**config.mk**
```make
export PLATFORM = sky130hd
export DESIGN_NAME = lmr_ctrl
export DESIGN_NICKNAME = d
export VERILOG_FILES = /design/src/design/lmr_pkg.sv /design/src/design/lmr_ctrl.sv
export SDC_FILE = /design/constraint.sdc
export NUM_CORES = 1
export LEC_CHECK = 0
export ABC_AREA = 1
export BUFFER_PORTS_ARGS = -buffer_cell sky130_fd_sc_hd__buf_2
export CORE_AREA = 5 5 42 44
export CTS_CLUSTER_SIZE = 25
export DETAILED_ROUTE_END_ITERATION = 6
export DIE_AREA = 0 0 47 49
export PLACE_DENSITY = 0.69
export SLEW_MARGIN = 0
export SYNTH_ARGS = -nofsm -noshare
export SYNTH_HDL_FRONTEND = slang
export SYNTH_SLANG_ARGS = --single-unit
export TNS_END_PERCENT = 5
```
**constraint.sdc**
```tcl
create_clock -name clk -period 1.2 [get_ports clk]
set_input_delay 0.06 -clock clk [delete_from_list [all_inputs] [get_ports clk]]
set_output_delay 0.06 -clock clk [all_outputs]
set_load 0.05 [all_outputs]
```
**src/design/lmr_pkg.sv**
```systemverilog
// ----------------------------------------------------------------------------
// lmr_pkg
// Shared types, codes and saturation helpers for the linear mixture
// residual block.
// ----------------------------------------------------------------------------
`default_nettype none

package lmr_pkg;

  localparam int SAMPLE_W = 16;
  localparam int RECON_W  = 32;
  localparam int ACC_W    = 40;
  localparam int FRAC_W   = 14;
  localparam int CFG_W    = 9;

  // request modes
  localparam logic [1:0] MODE_COEF   = 2'd0;
  localparam logic [1:0] MODE_ABUND  = 2'd1;
  localparam logic [1:0] MODE_SAMPLE = 2'd2;

  // configuration register indexes
  localparam logic CFG_BANDS   = 1'b0;
  localparam logic CFG_MEMBERS = 1'b1;

  typedef struct packed {
    logic start;
    logic load_coef;
    logic load_abund;
    logic rd_en;
    logic do_recon;
    logic do_diff;
    logic do_out;
  } lmr_cmd_t;

  typedef struct packed {
    logic out_free;
  } lmr_status_t;

  function automatic logic signed [RECON_W-1:0] sat32(input logic signed [63:0] x);
    logic signed [63:0] hi;
    logic signed [63:0] lo;
    hi = 64'sd2147483647;
    lo = -64'sd2147483648;
    if (x > hi) begin
      sat32 = hi[RECON_W-1:0];
    end else if (x < lo) begin
      sat32 = lo[RECON_W-1:0];
    end else begin
      sat32 = x[RECON_W-1:0];
    end
  endfunction

  function automatic logic signed [ACC_W-1:0] sat40(input logic signed [63:0] x);
    logic signed [63:0] hi;
    logic signed [63:0] lo;
    hi = 64'sd549755813887;
    lo = -64'sd549755813888;
    if (x > hi) begin
      sat40 = hi[ACC_W-1:0];
    end else if (x < lo) begin
      sat40 = lo[ACC_W-1:0];
    end else begin
      sat40 = x[ACC_W-1:0];
    end
  endfunction

endpackage

`default_nettype wire

```
**src/design/lmr_ctrl.sv**
```systemverilog
// ----------------------------------------------------------------------------
// lmr_ctrl
// Sequencer: takes requests, steps the shared multiply-accumulate over the
// endmembers, then runs the reconstruction, difference and output steps.
// ----------------------------------------------------------------------------
`default_nettype none

module lmr_ctrl #(
  parameter int MAX_ENDMEMBERS = 16
) (
  input  wire logic                              clk,
  input  wire logic                              rst_n,
  input  wire logic                              in_valid,
  input  wire logic [1:0]                        in_mode,
  input  wire logic [$clog2(MAX_ENDMEMBERS)-1:0] member_last,
  input  wire lmr_pkg::lmr_status_t              status,
  output      logic                              in_ready,
  output      lmr_pkg::lmr_cmd_t                 cmd,
  output      logic [$clog2(MAX_ENDMEMBERS)-1:0] k_idx
);

  localparam int MW = $clog2(MAX_ENDMEMBERS);

  localparam logic [2:0] S_IDLE   = 3'd0;
  localparam logic [2:0] S_MAC    = 3'd1;
  localparam logic [2:0] S_DRAIN1 = 3'd2;
  localparam logic [2:0] S_DRAIN2 = 3'd3;
  localparam logic [2:0] S_RECON  = 3'd4;
  localparam logic [2:0] S_DIFF   = 3'd5;
  localparam logic [2:0] S_OUT    = 3'd6;

  logic [2:0]    state_r, state_nxt;
  logic [MW-1:0] k_r, k_nxt;

  always_comb begin
    state_nxt = state_r;
    k_nxt     = k_r;
    cmd       = '0;
    in_ready  = 1'b0;
    case (state_r)
      S_IDLE: begin
        in_ready = 1'b1;
        if (in_valid) begin
          case (in_mode)
            lmr_pkg::MODE_COEF:  cmd.load_coef  = 1'b1;
            lmr_pkg::MODE_ABUND: cmd.load_abund = 1'b1;
            lmr_pkg::MODE_SAMPLE: begin
              cmd.start = 1'b1;
              k_nxt     = '0;
              state_nxt = S_MAC;
            end
            default: ;  // drop unused mode
          endcase
        end
      end
      S_MAC: begin
        cmd.rd_en = 1'b1;
        if (k_r == member_last) begin
          state_nxt = S_DRAIN1;
        end else begin
          k_nxt = k_r + 1'b1;
        end
      end
      S_DRAIN1: state_nxt = S_DRAIN2;
      S_DRAIN2: state_nxt = S_RECON;
      S_RECON: begin
        cmd.do_recon = 1'b1;
        state_nxt    = S_DIFF;
      end
      S_DIFF: begin
        cmd.do_diff = 1'b1;
        state_nxt   = S_OUT;
      end
      S_OUT: begin
        // hold until the output register is free
        if (status.out_free) begin
          cmd.do_out = 1'b1;
          state_nxt  = S_IDLE;
        end
      end
      default: state_nxt = S_IDLE;
    endcase
  end

  assign k_idx = k_r;

  always_ff @(posedge clk) begin
    if (!rst_n) begin
      state_r <= S_IDLE;
      k_r     <= '0;
    end else begin
      state_r <= state_nxt;
      k_r     <= k_nxt;
    end
  end

endmodule

`default_nettype wire

```
## Word-level counts from Yosys, hierarchy flattened

Index checks and enable logic that the tools add are counted.

- Register bits after elaboration: 7
- Input bits: 10
- Output and inout port bits: 12
- Word-level logic and storage cells: 42

- Add/sub/neg operators: 1
- Equal/unequal tests: 14
- Muxes and demuxes: 20
- Reduce and logical (&&, ||, !) cells: 5

Operators by type and width:

| kind | number |
|---|---|
| 3-bit one-hot mux with 7 select lines | 1 |
| 3-bit two-way mux | 6 |
| 4-bit two-way mux | 3 |
| 3-bit == test, second input constant | 3 |
| 1-bit two-way mux | 9 |
| 2-bit != test, second input constant | 4 |
| 4-bit one-hot mux with 2 select lines | 1 |
| 4-bit AND reduction | 2 |
| 3-bit by 2-bit == test with 1-bit output, second input constant | 2 |
| 4-bit by 1-bit adder with 4-bit output, second input constant | 1 |
| 4-bit == test | 1 |
| 3-bit by 1-bit == test with 1-bit output, second input constant | 1 |
| 3-bit zero test | 1 |
| 2-bit by 1-bit == test with 1-bit output, second input constant | 1 |
| 2-bit == test, second input constant | 1 |
| 2-bit zero test | 1 |
| 2-bit by 1-bit != test with 1-bit output, second input constant | 1 |
| 2-bit nonzero test | 1 |

## Longest topological paths before layout

Gate-level depths: netlist of the first run.

- Word-level depth: 4
- Mapped depth: 10
- Gate-level depth less buffers: 10

## Worst setup path before layout of the first run

OpenSTA, ideal clock, no wires.

- Kind: flip-flop to output port
- From: register state_r[2]
- To: output cmd[0] (netlist bit)
- Arrival time: 2.039 ns
- Required time: 1.140 ns
- Setup slack: -0.899 ns
- Cell stages (with the launch flop): 3
- Path buffers: 0
- Cells stage by stage: dfxtp_1 -> inv_2 -> nor4_1

RTL lines:

| element | line | text |
|---|---|---|
| start, declared | lmr_ctrl.sv:32 | `logic [2:0] state_r, state_nxt;` |
| start signal, assigned | lmr_ctrl.sv:92 | `state_r <= state_nxt;` |
| end, declared | lmr_ctrl.sv:18 | `output lmr_pkg::lmr_cmd_t cmd,` |

==> out/results.tsv, run 1 <==
stage	metric	value	unit
status	status	finished, violations left	
status	violations	negative setup slack	
clock_tree	clock_sinks	7	
clock_tree	cts-htree-levels	1	
clock_tree	clock_latency	0.26	ns
critical_path	slowest_stage	dfxtp_4	
global_routing	grt_use_total	13.02	%
yosys	synth_flop_cell	dfxtp_1	
route	avgViaCountPerCell	4.784	
floorplanning	core_area	1401	µm²
clock_tree	cts_buffers	3	
floorplanning	rows	14	
global_routing	grt_remaining_overflow	0	
route	drt_iter0_markers	10	
global_routing	grt_busiest_layer	met2	
placed_design	io_buffers	21	
sta	maxSlewViolCount	0	
global_routing	grtUsageMet3	3.321	%
clock_tree	hold_buffers	0	
critical_path	cp_max_fo	6	
hold_path	min_path_cells	3	
cells_and_area	fill_cells	146	
flow_run	drv_cap	0	
power	power.total	0.0008076	W
floorplanning	fp.dieArea	2303	µm²
power	ir_worst_vdd	0.0005112	V
critical_path	worstRegToRegCells	5	
yosys	syn_area_per_cell	6.156	µm²
critical_path	critPathKind	reg -> out	
critical_path	cp_top_family	flip-flops	
sta	fmax	793.7	MHz
global_routing	grt_max_degree	7	
sta	fin_hold_ws	0.05377	ns
yosys	synth_cell_types	21	
clock_tree	clk_pin_slew	0.05	ns
critical_path	path_buf_inv	2	
cells_and_area	diodes	0	
critical_path	cp_data_arrival_time	1.20	ns
clock_tree	cts_root_buf	clkbuf_4	
sta	min_period_over_period	105.0	%
clock_tree	cts_buffer_depth	2	
floorplanning	io_pins	22	
yosys	ys_seq_area_share	25.87	%
floorplanning	start_util	38.66	%
sta	final.setup.tns	-0.1467	ns
yosys	async_flop_share	0	%
sta	min_period	1.260	ns
power	power.leakage	0.4198	nW
route	routed_wl	1378	µm
placed_design	dpl.hpwl	1046	µm
route	first_pass_iters	4	
route	wl_per_cell	10.28	µm
yosys	yosysWarnings	0	
critical_path	reg2reg_slack	0.08	ns
floorplanning	die_h	49	µm
global_routing	grt_pass1_vias	575	
cells_and_area	nNetsFinal	130	
global_routing	gr-usage-met2	22.62	%
hold_path	hold_path_class	in -> reg	
sta	tightest_slew	0.2742	ns
yosys	ys_ff_latch	7	
global_routing	grt_use_met1	14.04	%
yosys	synth-edff-count	0	
global_routing	antenna_found_initial	0	
cells_and_area	area_delta_synth_final	53.81	%
sta	finalClockSkew	0.0002426	ns
critical_path	critPathLaunchType	flop	
sta	rsz0062_at_grt	true	
power	power_density	969.1	nW/µm²
sta	finalHoldViolCount	0	
sta	slew_headroom	81.65	%
sta	setup_ws	-0.05995	ns
sta	setup_viol_count_final	4	
yosys	syn_inst	88	
placed_design	place.gp.congestion	0.7344	
critical_path	max_stage_delay	0.38	ns
critical_path	critPathRequiredTime	1.14	ns
hold_path	holdPathEnd	k_idx[0]$_SDFFE_PN0P_	
route	ant_nets	0	
cells_and_area	fin_util	59.46	%
critical_path	endpoint_kind	output port	
critical_path	cp_cell_sequence	inv_6 -> nor4_2 -> buf_4	
route	vias	641	
critical_path	rr_startpoint	state_r[1]$_SDFFE_PN0P_	
hold_path	hold_start	rst_n	
yosys	syn_area	541.8	µm²
cells_and_area	post_route_cells_drive_above_1_share	49.15	%
floorplanning	die_width	47	µm
placed_design	dp_slack	0.02651	ns
route	drc	0	
yosys	synth_fp_nets	99	
clock_tree	cts_tree	built	
global_routing	grt_pass1_wl	2235	µm
critical_path	worstReg2RegEnd	state_r[1]$_SDFFE_PN0P_	
==> cell usage in the layout, fill, tap and decap left out, types with 2 or more instances in the layout <==
cell,n
dfxtp_2,4
nand2_2,2
inv_1,11
nand2_4,3
buf_2,14
o21ai_0,2
nand3_1,7
clkbuf_4,3
nor2_1,7
nor4_2,2
nor2_2,3
buf_4,8
a21oi_1,4
inv_2,6
dfxtp_4,3
nand2_1,22
buf_6,3
==> registers in the layout (all words and copies together), names as in the netlist <==
signal	cells
k_idx	4
state_r	3
==> Yosys cell counts (2+ instances only) <==
cell / count / area share, %
nand3_1: 7 / 6.5
nor2_1: 8 / 5.5
a21oi_1: 4 / 3.7
nand2_2: 2 / 2.3
nand2_1: 22 / 15
inv_1: 13 / 9.0
dfxtp_1: 7 / 26
inv_2: 6 / 4.2
nand2_4: 3 / 6.2
nor2_2: 2 / 2.3
o21ai_0: 2 / 1.8
nor4_1: 3 / 3.5
==> per-layer routing <==
layer | part of all wire [%] | wire length [µm]
met4 | 1.5 | 20
met5 | 0 | 0
met1 | 37 | 515
met2 | 53 | 727
met3 | 8.3 | 115
==> metrics by stage <==
stage,area (µm²),cells
floorplan,565.5,88
global placement,713.2,128
detailed placement,713.2,128
CTS,807.0,134
global route,833.3,134
finish,833.3,134
==> how the worst max path moves through the flow <==
stage                                  startpoint                 endpoint  cells past startpoint
final                     state_r[2]$_SDFFE_PN0P_                   cmd[0]                      3
after global routing      state_r[2]$_SDFFE_PN0P_                   cmd[0]                      3
after CTS                 state_r[1]$_SDFFE_PN0P_                   cmd[4]                      4
after detailed placement  state_r[0]$_SDFFE_PN0P_                   cmd[6]                      6
after global placement    state_r[0]$_SDFFE_PN0P_  state_r[0]$_SDFFE_PN0P_                      6
after floorplan           state_r[2]$_SDFFE_PN0P_                   cmd[0]                      2
==> area by class of cell <==
class                   instances  area, µm²  area share [%]
inverters                      19      78.83           9.459
clock buffers                   4      26.28           3.153
repair buffers                 26      178.9           21.47
flip-flops and latches          7      156.4           18.77
well taps                      16      20.02           2.402
multi-input cells              62      372.9           44.74
==> timing repair <==
| item | CTS | global route |
|---|---|---|
| resized for setup | 21 | 9 |
| pin swaps | 0 | 1 |
| setup buffers | 2 | 0 |
| setup endpoints to repair | 7 | 12 |
==> report_power, final <==
| group | switching, W | internal, W |
|---|---|---|
| clock | 0.0000947 | 0.000127 |
| sequential | 0.0000245 | 0.000247 |
| combinational | 0.000208 | 0.000106 |
==> worst register-to-register path: stages (launching register included) <==
cell     delay, ns
dfxtp_4       0.36
buf_4         0.14
nand4_1       0.12
o21a_1        0.18
nand3_1       0.08
a21oi_1       0.16
==> cell families (layout without fill, tap and decap cells) <==
| logic type | count (synthesis) | count (layout) | share of synthesized area, % |
|---|---|---|---|
| simple gates | 51 | 51 | 47.57 |
| buf+inv | 19 | 49 | 13.16 |
| compound gates | 8 | 8 | 7.852 |
| flops | 7 | 7 | 25.87 |
| xor+xnor | 2 | 2 | 3.234 |
| fa+ha+maj | 1 | 1 | 2.309 |
(Power assumes the default switching activity.)
==> inputs of run 2 (changes only) <==
--- a/config.mk
+++ b/config.mk
@@ -6,7 +6,7 @@
 export NUM_CORES = 1
 export LEC_CHECK = 0
 export ABC_AREA = 1
-export BUFFER_PORTS_ARGS = -buffer_cell sky130_fd_sc_hd__buf_2
+export BUFFER_PORTS_ARGS = -buffer_cell sky130_fd_sc_hd__clkbuf_2
 export CORE_AREA = 5 5 42 44
 export CTS_CLUSTER_SIZE = 25
 export DETAILED_ROUTE_END_ITERATION = 6
==> run 2 against run 1 <==
The flow still finishes with violations (negative setup slack). Critical endpoint is now cmd[5]. Largest cell class unchanged. Setup slack got worse by 0.046 ns. Combinational power rose by 6.4%. Global-route usage grew 1.7 points.
==> out/results.tsv, run 2 (synthesis gave the netlist of run 1 again) <==
stage	metric	value	unit	change
status	status	finished, violations left		
status	violations	negative setup slack		
hold_path	hold_path_class	in -> reg		
clock_tree	hold_buffers	0		unchanged
critical_path	cp_max_fo	4		-2
sta	tightest_slew	0.2685	ns	-0.005741 ns
floorplanning	die_width	47	µm	unchanged
critical_path	slowest_stage	dfxtp_4		
cells_and_area	finalNonFillerCells	135		+0.75%
critical_path	critPathRequiredTime	1.14	ns	about the same
sta	slew_headroom	82.03	%	+0.38 points
critical_path	reg2reg_slack	0.01	ns	-0.07 ns
cells_and_area	mostFrequentLayoutCells	22 x nand2_1, 13 x clkbuf_2, 11 x inv_1, 8 x nor2_1		
cells_and_area	fill_cells	133		-8.9%
route	ant_nets	0		unchanged
sta	finalClockSkew	0.005022	ns	+0.004779 ns
floorplanning	die_h	49	µm	unchanged
flow_run	drv_cap	0		unchanged
global_routing	grt_use_total	14.71	%	+1.7 points
placed_design	dpl-instance-area	713.2	µm²	unchanged
route	routed_wl	1564	µm	+13%
route	vias	668		+4.2%
critical_path	crit_start	state_r[0]$_SDFFE_PN0P_		
critical_path	cp_cell_sequence	inv_4 -> nand3_4 -> nor4_4 -> clkbuf_8		
global_routing	grt_max_degree	7		unchanged
cells_and_area	largest_reg_flops	4		unchanged
route	drt_iter0_markers	10		unchanged
power	combPwrFrac	40.2	%	+1.3 points
cells_and_area	final_area	878.3	µm²	+5.4%
sta	fin_hold_ws	0.04916	ns	-0.004612 ns
power	clkPwrFrac	27.0	%	-0.5 points
global_routing	antenna_found_initial	0		unchanged
clock_tree	cts_tree	built		
cells_and_area	regArea	155.1	µm²	-0.80%
route	avgViaCountPerCell	4.948		+3.4%
global_routing	grt_pass1_vias	613		+6.6%
clock_tree	cts_buffers	3		unchanged
sta	fmax	765.7	MHz	-3.5%
sta	finalHoldViolCount	0		unchanged
global_routing	grt_pass1_wl	2449	µm	+9.6%
power	power.leakage	0.4305	nW	+2.5%
route	first_pass_iters	4		unchanged
sta	rsz0062_at_grt	true		
critical_path	worstRegToRegCells	6		+1
cells_and_area	area_delta_synth_final	62.12	%	
cells_and_area	final_common_cell	nand2_1		
critical_path	worstReg2RegEnd	state_r[1]$_SDFFE_PN0P_		
sta	maxSlewViolCount	0		unchanged
placed_design	place.gp.congestion	0.7525		+2.5%
critical_path	max_stage_delay	0.37	ns	about the same
clock_tree	clock_sinks	7		unchanged
critical_path	cp_data_arrival_time	1.25	ns	+0.05 ns
route	wl_per_cell	11.59	µm	+13%
critical_path	rr_startpoint	state_r[0]$_SDFFE_PN0P_		
cells_and_area	fin_util	62.68	%	+3.2 points
floorplanning	core_area	1401	µm²	unchanged
floorplanning	start_util	38.66	%	unchanged
critical_path	endpoint_kind	output port		
placed_design	dpl.hpwl	1067	µm	+1.9%
clock_tree	clk_pin_slew	0.06	ns	about the same
power	p_switching	0.0003394	W	+3.7%
cells_and_area	nNetsFinal	131		+0.77%
power	p_int	0.0004914	W	+2.4%
placed_design	dp_slack	0.0009188	ns	-0.02559 ns
power	seqPwrFrac	32.7	%	-0.9 points
route	drc	0		unchanged
sta	setup_ws	-0.1060	ns	-0.04605 ns
cells_and_area	post_route_cells_drive_above_1_share	47.90	%	-1.3 points
critical_path	critPathKind	reg -> out		
critical_path	critPathCapture	cmd[5]		
critical_path	critPathLaunchType	flop		
clock_tree	clock_latency	0.26	ns	about the same
power	power_density	945.9	nW/µm²	-2.4%
cells_and_area	diodes	0		unchanged
power	swShare	40.85	%	+0.31 points
floorplanning	rows	14		unchanged
global_routing	grt_remaining_overflow	0		unchanged
sta	min_period	1.306	ns	+0.04605 ns
sta	setup_viol_count_final	5		+1
power	ir_worst_vdd	0.0006375	V	+25%
clock_tree	cts-htree-levels	1		unchanged
clock_tree	cts_buffer_depth	2		unchanged
clock_tree	cts_root_buf	clkbuf_4		
cells_and_area	multi_input_area	379.1	µm²	+1.7%
sta	min_period_over_period	108.8	%	+3.8 points
placed_design	io_buffers	21		unchanged
floorplanning	io_pins	22		unchanged
floorplanning	fp.dieArea	2303	µm²	unchanged
placed_design	dp.cells	128		unchanged
-- run 2: cell count changes in the layout (fill, tap and decap cells not counted), sizes merged --
cell,change
buf,-19
clkbuf,+20
-- run 2: final cells by class --
class                           count  area share, %
Tap cell                           16          2.279
Multi-Input combinational cell     62          43.16
Timing Repair Buffer               27          24.93
Clock buffer                        4          2.991
Sequential cell                     7          17.66
Inverter                           19          8.974
-- run 2: how the worst min path moves through the flow --
stage,start,cells after the start,slack [ns],endpoint
2_1_floorplan,rst_n,2,0.18,k_idx[1]$_SDFFE_PN0P_
3_3_place_gp,rst_n,3,0.32,k_idx[1]$_SDFFE_PN0P_
3_5_place_dp,rst_n,3,0.33,k_idx[1]$_SDFFE_PN0P_
4_1_cts,rst_n,3,0.06,k_idx[1]$_SDFFE_PN0P_
5_1_grt,rst_n,3,0.07,k_idx[1]$_SDFFE_PN0P_
6_report,rst_n,3,0.05,k_idx[1]$_SDFFE_PN0P_
-- run 2: per-stage QoR --
step | setup TNS [ns] | total power, W
5_1_grt | -0.8212 | 0.0008778
2_1_floorplan | -2.186 | 0.0004873
3_5_place_dp | 0 | 0.0005533
6_report | -0.2865 | 0.0008308
4_1_cts | -0.3080 | 0.0008205
3_3_place_gp | 0 | 0.0005492
-- run 2: power groups by stage --
| stage | Combinational [W] | Clock (W) | Sequential [W] |
|---|---|---|---|
| 3_3_place_gp | 0.000276 | 0 | 0.000273 |
| 5_1_grt | 0.000359 | 0.000246 | 0.000273 |
| 6_report | 0.000334 | 0.000225 | 0.000272 |
| 4_1_cts | 0.000324 | 0.000228 | 0.000269 |
| 2_1_floorplan | 0.000186 | 0 | 0.000301 |
| 3_5_place_dp | 0.000279 | 0 | 0.000274 |
-- run 2: timing repair --
item / in CTS / in global routing
endpoints found under the setup margin: 7 / 14
pin swaps: 2 / 6
buffers inserted: 3 / 0
cloned: 0 / 0
gates resized for setup: 24 / 10
-- run 2: worst max-delay path, delay by kind of cell (launching register included) --
kind          cells  cell delay (ns)
flops             1             0.37
simple gates      2             0.31
buf+inv           2             0.30
-- run 2: per-layer routing --
layer / part of all wire, % / vias to the layer above / routed length, µm / GRT usage (%)
li1: - / 341 / - / -
met1: 36 / 298 / 565 / 14.25
met2: 54 / 22 / 847 / 26.24
met3: 7.0 / 7 / 109 / 4.059
met4: 2.7 / 0 / 42 / 7.834
met5: 0 / - / 0 / 0
